--- config.mk ---
export PLATFORM = sky130hd
export DESIGN_NAME = cbal_ctrl
export DESIGN_NICKNAME = d
export VERILOG_FILES = /design/src/rtl/cbal_pkg.sv /design/src/rtl/cbal_ctrl.sv
export SDC_FILE = /design/constraint.sdc
export NUM_CORES = 1
export LEC_CHECK = 0
export BUFFER_PORTS_ARGS = -buffer_cell sky130_fd_sc_hd__buf_2
export CAP_MARGIN = 20
export CELL_PAD_IN_SITES_DETAIL_PLACEMENT = 1
export CELL_PAD_IN_SITES_GLOBAL_PLACEMENT = 1
export CORE_UTILIZATION = 35
export DETAILED_ROUTE_END_ITERATION = 7
export GPL_TIMING_DRIVEN = 1
export HOLD_SLACK_MARGIN = 0.02
export PLACE_DENSITY = 0.84
export SYNTH_ARGS = -nofsm -noshare
export SYNTH_HDL_FRONTEND = slang
export SYNTH_SLANG_ARGS = --single-unit
export TNS_END_PERCENT = 10
--- constraint.sdc ---
create_clock -name clk -period 2.45 [get_ports clk]
set_clock_uncertainty 0.2 [all_clocks]
set_input_delay 0.49 -clock clk [delete_from_list [all_inputs] [get_ports clk]]
set_output_delay 0.49 -clock clk [all_outputs]
set_load 0.01 [all_outputs]
--- src/rtl/cbal_pkg.sv ---
// shared types and constants for the cubic bezier arc length unit
`default_nettype none
package cbal_pkg;

  localparam int COORD_W   = 16;
  localparam int T_FRAC    = 24;
  localparam int SEG_W     = 13;
  localparam int K_W       = 12;
  localparam int LEN_W     = 19;
  localparam int ABC_W     = 20;
  localparam int MUL_W     = 25;
  localparam int PROD_W    = 2 * MUL_W;
  localparam int COEF_W    = 48;
  localparam int V_W       = COEF_W + T_FRAC;
  localparam int ACC_W     = V_W + T_FRAC;
  localparam int ROOT_W    = V_W / 2;
  localparam int SUM_W     = ROOT_W + K_W;
  localparam int ROOT_FRAC = 12;
  localparam int QUO_W     = SUM_W - ROOT_FRAC;
  localparam int CNT_W     = 6;

  localparam logic [SEG_W-1:0] SEG_RESET = SEG_W'(64);
  localparam logic [SEG_W-1:0] SEG_MAX   = SEG_W'(4096);
  localparam logic [LEN_W-1:0] LEN_MAX   = {LEN_W{1'b1}};

  localparam logic [CNT_W-1:0] COEF_LAST = CNT_W'(12);
  localparam logic [CNT_W-1:0] SQ_LAST   = CNT_W'(ROOT_W - 1);
  localparam logic [CNT_W-1:0] DIV_LAST  = CNT_W'(QUO_W - 1);
  localparam logic [2:0]       PH_LAST   = 3'd4;

  typedef enum logic [3:0] {
    MUL_AXAX, MUL_AYAY, MUL_AXBX, MUL_AYBY, MUL_AXCX, MUL_AYCY,
    MUL_BXBX, MUL_BYBY, MUL_BXCX, MUL_BYCY, MUL_CXCX, MUL_CYCY,
    MUL_V0, MUL_V1, MUL_V2
  } mul_sel_t;

  typedef enum logic {
    DIV_RECIP,
    DIV_LEN
  } div_src_t;

  typedef struct packed {
    logic     load;
    logic     mul_en;
    mul_sel_t mul_sel;
    logic     coef_en;
    logic     horner_init;
    logic     acc_en;
    logic     horner_fin;
    logic [2:0] coef_idx;
    logic     div_start;
    div_src_t div_src;
    logic     div_step;
    logic     base_latch;
    logic     sample_init;
    logic     sqrt_start;
    logic     sqrt_step;
    logic     sum_add;
    logic     out_load;
  } cmd_t;

  typedef struct packed {
    logic last_k;
  } sts_t;

endpackage
`default_nettype wire

--- src/rtl/cbal_ctrl.sv ---
// controller state machine sequencing the arc length datapath
`default_nettype none
module cbal_ctrl (
  input  logic           clk,
  input  logic           rst,
  input  logic           in_valid,
  output logic           in_ready,
  output logic           out_valid,
  input  logic           out_ready,
  input  cbal_pkg::sts_t sts,
  output cbal_pkg::cmd_t cmd
);

  typedef enum logic [3:0] {
    S_IDLE, S_COEF, S_DIVA_ST, S_DIVA, S_BASE, S_HINIT, S_HORN,
    S_SQST, S_SQRT, S_SUM, S_DIVB_ST, S_DIVB, S_OUT
  } state_t;

  state_t                     state;
  logic [cbal_pkg::CNT_W-1:0] cnt;
  logic [2:0]                 ph;
  logic [1:0]                 hstep;
  logic                       fire;

  assign in_ready = (state == S_IDLE);
  assign fire     = !out_valid || out_ready;

  always_comb begin
    cmd = '0;
    cmd.load = in_valid && in_ready;
    unique case (state)
      S_COEF: begin
        cmd.mul_en  = (cnt != cbal_pkg::COEF_LAST);
        cmd.mul_sel = cbal_pkg::mul_sel_t'(cnt[3:0]);
        cmd.coef_en = (cnt != '0);
      end
      S_DIVA_ST: begin
        cmd.div_start = 1'b1;
        cmd.div_src   = cbal_pkg::DIV_RECIP;
      end
      S_DIVA, S_DIVB: cmd.div_step = 1'b1;
      S_BASE: begin
        cmd.base_latch  = 1'b1;
        cmd.sample_init = 1'b1;
      end
      S_HINIT: cmd.horner_init = 1'b1;
      S_HORN: begin
        unique case (ph)
          3'd0: begin
            cmd.mul_en = 1'b1; cmd.mul_sel = cbal_pkg::MUL_V0;
          end
          3'd1: begin
            cmd.mul_en = 1'b1; cmd.mul_sel = cbal_pkg::MUL_V1; cmd.acc_en = 1'b1;
          end
          3'd2: begin
            cmd.mul_en = 1'b1; cmd.mul_sel = cbal_pkg::MUL_V2; cmd.acc_en = 1'b1;
          end
          3'd3: cmd.acc_en = 1'b1;
          default: begin
            cmd.horner_fin = 1'b1;
            cmd.coef_idx   = {1'b0, hstep} + 3'd1;
          end
        endcase
      end
      S_SQST: cmd.sqrt_start = 1'b1;
      S_SQRT: cmd.sqrt_step = 1'b1;
      S_SUM: cmd.sum_add = 1'b1;
      S_DIVB_ST: begin
        cmd.div_start = 1'b1;
        cmd.div_src   = cbal_pkg::DIV_LEN;
      end
      S_OUT: cmd.out_load = fire;
      default: ;
    endcase
  end

  always_ff @(posedge clk) begin
    if (rst) begin
      state     <= S_IDLE;
      cnt       <= '0;
      ph        <= '0;
      hstep     <= '0;
      out_valid <= 1'b0;
    end else begin
      if (state == S_OUT && fire) begin
        out_valid <= 1'b1;
      end else if (out_valid && out_ready) begin
        out_valid <= 1'b0;
      end
      unique case (state)
        S_IDLE: begin
          cnt <= '0;
          if (in_valid) begin
            state <= S_COEF;
          end
        end
        S_COEF: begin
          cnt <= cnt + 1'b1;
          if (cnt == cbal_pkg::COEF_LAST) begin
            state <= S_DIVA_ST;
          end
        end
        S_DIVA_ST: begin
          cnt   <= '0;
          state <= S_DIVA;
        end
        S_DIVA: begin
          cnt <= cnt + 1'b1;
          if (cnt == cbal_pkg::DIV_LAST) begin
            state <= S_BASE;
          end
        end
        S_BASE: state <= S_HINIT;
        S_HINIT: begin
          ph    <= '0;
          hstep <= '0;
          state <= S_HORN;
        end
        S_HORN: begin
          if (ph == cbal_pkg::PH_LAST) begin
            ph <= '0;
            hstep <= hstep + 1'b1;
            if (hstep == 2'd3) begin
              state <= S_SQST;
            end
          end else begin
            ph <= ph + 1'b1;
          end
        end
        S_SQST: begin
          cnt   <= '0;
          state <= S_SQRT;
        end
        S_SQRT: begin
          cnt <= cnt + 1'b1;
          if (cnt == cbal_pkg::SQ_LAST) begin
            state <= S_SUM;
          end
        end
        S_SUM: state <= sts.last_k ? S_DIVB_ST : S_HINIT;
        S_DIVB_ST: begin
          cnt   <= '0;
          state <= S_DIVB;
        end
        S_DIVB: begin
          cnt <= cnt + 1'b1;
          if (cnt == cbal_pkg::DIV_LAST) begin
            state <= S_OUT;
          end
        end
        S_OUT: begin
          if (fire) begin
            state <= S_IDLE;
          end
        end
        default: state <= S_IDLE;
      endcase
    end
  end

  a_accept_starts: assert property (@(posedge clk) disable iff (rst)
    (in_valid && in_ready) |=> (state == S_COEF))
    else $error("request accepted without starting coefficient phase");

  a_result_shown: assert property (@(posedge clk) disable iff (rst)
    (state == S_OUT && fire) |=> out_valid)
    else $error("result load did not raise out_valid");

  a_sqrt_len: assert property (@(posedge clk) disable iff (rst)
    (state == S_SQRT && cnt == cbal_pkg::SQ_LAST) |=> (state == S_SUM))
    else $error("square root did not finish after full step count");

  a_no_overwrite: assert property (@(posedge clk) disable iff (rst)
    cmd.out_load |-> (!out_valid || out_ready))
    else $error("result overwritten before it was taken");

endmodule
`default_nettype wire

# Word-level counts from Yosys, hierarchy flattened
# Index checks and enable logic that the tools add are counted.
dict set report totals {
  ff_bits 16
  inputBits 5
  elab_cells 86
}
dict set report classes {
  addsub 4
  eq_ne 28
  mux 31
  n_reduce_logical 18
}
# cell n
set op_table {}
lappend op_table {{one-hot mux 4 bit (13 select lines)} 1}
lappend op_table {{two-way mux 4 bit} 10}
lappend op_table {{== test 4 bit (second input constant)} 5}
lappend op_table {{== test 4 x 3 -> 1 bit (second input constant)} 4}
lappend op_table {{!= test 2 bit (second input constant)} 8}
lappend op_table {{one-hot mux 5 bit (3 select lines)} 1}
lappend op_table {{one-hot mux 6 bit (2 select lines)} 1}
lappend op_table {{OR reduction 4 bit} 3}
lappend op_table {{two-way mux 1 bit} 10}
lappend op_table {{one-hot mux 5 bit (2 select lines)} 1}
lappend op_table {{== test 4 x 2 -> 1 bit (second input constant)} 2}
lappend op_table {{one-hot mux 2 bit (2 select lines)} 2}
lappend op_table {{AND reduction 8 bit} 1}
lappend op_table {{adder 6 x 1 -> 6 bit (second input constant)} 1}
lappend op_table {{== test 3 x 2 -> 1 bit (second input constant)} 2}
lappend op_table {{== test 6 x 4 -> 1 bit (second input constant)} 1}
lappend op_table {{== test 6 bit (second input constant)} 1}
lappend op_table {{!= test 6 x 4 -> 1 bit (second input constant)} 1}
lappend op_table {{one-hot mux 3 bit (2 select lines)} 1}
lappend op_table {{nonzero test 2 bit} 3}
lappend op_table {{nonzero test 6 bit} 1}
lappend op_table {{two-way mux 5 bit} 1}
lappend op_table {{== test 4 x 1 -> 1 bit (second input constant)} 1}
lappend op_table {{zero test 4 bit} 1}
lappend op_table {{other kinds (15)} 18}

# Longest topological paths before layout
dict set report logic_depth {
  ltp_word 4
  ltp_mapped 7
  mapped_depth_nobuf 7
}

# Least setup slack after synthesis
# Ideal clock, no wire load.
dict set report synth_path {
  path_kind {reg-to-output}
  startpoint {register state[3]}
  endpoint {output port cmd[20] (netlist bit)}
  arrival_time_ns 1.354
  required_time_ns 1.760
  setup_slack_ns 0.406
  path_stages_with_launch 8
  n_path_buf 2
  cell_sequence {dfxtp_1 nand2b_1 buf_2 or2_1 buf_2 nor2_4 o31a_2 nand2b_1}
}
# element line_no
set synth_rtl {}
lappend synth_rtl {{from (decl)} cbal_ctrl.sv:19} ;# state_t state;
lappend synth_rtl {{from (signal assigned)} cbal_ctrl.sv:140} ;# S_SUM: state <= sts.last_k ? S_DIVB_ST : S_HINIT;
lappend synth_rtl {{to (decl)} cbal_ctrl.sv:11} ;# output cbal_pkg::cmd_t cmd

==> flow_summary_export.csv <==
group,metric,value,unit
outcome,outcome,"complete, no violations",
clocking,clock_slew_at_the_register_clock_pins_of_the_worst_setup_and_hold_paths,70,ps
worst_setup_path,setup.worst_path.start_class,"flop",
detailed_routing,met1Wirelength,1710,um
worst_setup_path,reg2reg_from,"cnt[0]",
timing,worst_case_setup_margin_in_the_final_layout,133,ps
synth,synth_area_leaders,"dfxtp_1 (24%), nor2_1 (8.0%), ha_1 (7.6%), nor3_1 (5.0%), nand2_1 (4.9%)",
synth,async_reset_ff_share,0,%
clocking,root_buffer,"clkbuf_8",
synth,synth.cell_area,0.00131,sq mm
timing,max-slew-margin-rel,67.6,%
synth,post_synth_num_cell_types,52,
worst_setup_path,crit_path_max_incr_delay,410,ps
floorplanning,die-area,0.00400,sq mm
floorplanning,dieWidth,63.3,um
worst_setup_path,rr_worst_depth,7,
timing,rsz0062_at_grt,"false",
place,dp_hpwl,2790,um
detailed_routing,dr_wl_met2,1790,um
clocking,clock_tree.htree_level_count,1,
final_layout,post_route_cells_drive_above_1_share,26.3,%
worst_setup_path,timing.critical_path.to_type,"output pin",
place,post-place-ws,312,ps
clocking,number_of_clock_buffers_inserted_by_tritoncts,3,
final_layout,antenna_cells,0,
detailed_routing,drt_pass1_iterations,4,
synth,top_cell_type_by_total_area_after_synthesis,"dfxtp_1",
synth,ys_warn_count,0,
clocking,ctsLongestPathBuffers,2,
timing,finalSetupTns,0,ps
place,placement.io_buffers,28,
timing,final_min_period_over_clock_period,94.6,%
detailed_routing,top_layer_used,"met4",
detailed_routing,post_drt_via_cell_ratio,5.27,
clocking,clock_tree_from_tritoncts,"done",
detailed_routing,ant_nets,0,
synth,ff_latch_count_synth,16,
detailed_routing,remaining_drc_errors,0,
detailed_routing,routed-wl-met3,97,um
worst_setup_path,maximum_net_fanout_on_the_critical_path,6,
pwr,switchingPower,0.739,mW
worst_setup_path,timing.critical_path.arrival,1630,ps
synth,synth.net_count,192,
floorplanning,die_height,63.3,um
synth,ys.flop_type,"dfxtp_1",
worst_setup_path,criticalPathCategory,"reg -> out",
clocking,worst_skew_pair.late_latency,250,ps
timing,pins_over_slew_limit,0,
pwr,vdd_drop_max,0.419,mV
global_routing,grt_overflow,0,
worst_hold_path,holdCritStartpoint,"hstep[1]",
worst_setup_path,required,1760,ps
worst_hold_path,number_of_stages_on_the_worst_hold_path,2,
final_layout,layout.filler_cells,476,
global_routing,antenna_found_initial,0,
pwr,power.leakage,0.699,nW
detailed_routing,routed_wl,3610,um
detailed_routing,post_drt_wl_per_cell,14.4,um
pwr,intPower,0.821,mW
worst_setup_path,crit_buf_inv,2,
place,gp_routability_congestion,0.842,
floorplanning,io-pin-count,29,
timing,max_slew.worst_pin.slew,486,ps
global_routing,maximum_number_of_pins_on_one_net_before_global_route_repair,16,
worst_hold_path,min-delay-path-class,"reg -> reg",
worst_setup_path,timing.critical_path.slowest_stage_cell,"or3b_1",
worst_setup_path,timing.rr.end,"state[0]",
worst_hold_path,timing.hold.worst_endpoint,"hstep[1]",
worst_setup_path,timing.critical_path.max_delay_family,"simple AND/OR/NAND/NOR gates",
clocking,cts_hold_buffers,0,
synth,synth_edf_count,0,
pwr,share_clk_of_total_power,15.3,%
synth,seq_area_frac_synth,24.4,%
timing,hold_viol,0,
timing,final-setup-viol-count,0,
timing,finalCriticalPeriod,2320,ps
synth,post_synthesis_average_cell_area,7.34,sq um
global_routing,global_route.usage.total,19.4,%
pwr,share_seq_of_total_power,23.1,%
detailed_routing,vias,1322,
worst_setup_path,crit_chain,"inv_1 -> ha_1 -> or3b_1 -> o21ai_1 -> nand2b_1 -> buf_2",
clocking,post_cts_resized,0,
detailed_routing,drt-initial-drc-count,21,
final_layout,nNetsFinal,219,
pwr,power.switching_fraction,47.4,%
final_layout,area_growth,18.1,%
global_routing,number_of_global_route_vias_before_repair,1376,
floorplanning,fp-row-count,21,
clocking,post_cts.repair.setup_buffers,0,
pwr,p_comb_share,61.6,%
floorplanning,initial_utilization,37.9,%
synth,post_synth_inst_count,179,
job,max_cap_viol_count,0,
timing,max_freq,432,MHz
clocking,tritoncts_num_sinks,16,
floorplanning,coreArea,0.00347,sq mm
synth,synth_top_cell_area_share,24.4,%
pwr,power.density_cell_area,1010,mW/mm^2
worst_setup_path,rrSetupSlack,500,ps
global_routing,grt_pass1_wl,6190,um
-- layout by cell type (no fill, tap or decap), drive strengths merged, types with 2 or more instances in the layout --
cell type / instances
o21ai: 8
o32ai: 2
nand2b: 4
xnor2: 2
a21oi: 10
buf: 34
a21o: 4
nor3b: 2
nor2: 31
and2: 3
mux2i: 3
inv: 11
ha: 8
clkbuf: 4
a31oi: 2
nand3: 7
a311oi: 2
and2b: 2
dfxtp: 16
nand2: 18
nor3: 13
-- through the flow --
stage	std cells	hold slack (ps)	power, mW	instance area [sq um]	util, %
after floorplan	179	265	1.08	1310	-
after global placement	247	293	1.29	1480	42.7
after detailed placement	247	313	1.31	1480	42.7
after CTS	251	336	1.56	1540	44.3
after global routing	251	362	1.70	1550	44.7
final	251	327	1.56	1550	44.7
-- cells in the mapped netlist (2+ instances only) --
| master | count |
|---|---|
| a311oi_1 | 2 |
| nand3_1 | 7 |
| dfxtp_1 | 16 |
| a21o_1 | 4 |
| a21oi_1 | 9 |
| and2_1 | 3 |
| nor3_1 | 13 |
| nand2b_1 | 4 |
| o21ai_0 | 4 |
| mux2i_1 | 3 |
| o32ai_1 | 2 |
| inv_1 | 10 |
| ha_1 | 8 |
| nand2_1 | 17 |
| nor2_2 | 2 |
| nor2_1 | 28 |
| buf_4 | 4 |
| a31oi_1 | 2 |
| o21ai_1 | 3 |
| clkbuf_1 | 2 |
| buf_2 | 5 |
-- metal layers --
layer | global-route usage (%) | vias up
met5 | 0 | -
li1 | - | 676
met2 | 35.2 | 22
met4 | 3.41 | 0
met3 | 3.26 | 2
met1 | 24.0 | 622
-- power groups by stage --
stage,sequential (mW),clock [mW],combinational (mW)
finish,0.360,0.239,0.961
global route,0.367,0.261,1.07
CTS,0.359,0.249,0.957
detailed placement,0.364,0,0.951
global placement,0.360,0,0.933
floorplan,0.342,0,0.737
-- final cells by class --
cell class / count / area [sq um] / area share (%)
clock buffers: 4 / 55.1 / 3.55
inverters: 11 / 41.3 / 2.66
multi-input cells: 140 / 891 / 57.4
flip-flops and latches: 16 / 322 / 20.7
well taps: 46 / 57.6 / 3.71
repair buffers: 34 / 185 / 11.9
-- sequential cells by signal, indices dropped and copies added, names as in the netlist --
| name | flops |
|---|---|
| state | 4 |
| out_valid | 1 |
| ph | 3 |
| hstep | 2 |
| cnt | 6 |
-- how the worst max path moves through the flow --
| stage | startpoint | to | depth (start not counted) |
|---|---|---|---|
| floorplan | state[3] | cmd[20] | 7 |
| global placement | state[0] | cmd[20] | 6 |
| detailed placement | state[0] | cmd[20] | 6 |
| CTS | state[0] | cmd[20] | 6 |
| global route | cnt[0] | cmd[20] | 6 |
| finish | cnt[0] | cmd[20] | 6 |
-- tightest hold or removal path: stages (launching register included) --
cell     delay, ps
dfxtp_1        340
mux2i_1         70
nor2_1          80
-- cells by family after synthesis --
kind of cell / share of synthesized area, %
AND/OR/NAND/NOR: 34.2
AO/OA/AOI/OAI: 20.2
buffers and inverters: 8.76
flip-flops: 24.4
adder cells (fa/ha/maj): 7.62
XOR/XNOR: 2.57
multiplexers: 2.29
Note: power is estimated with default switching activity, not from simulation.
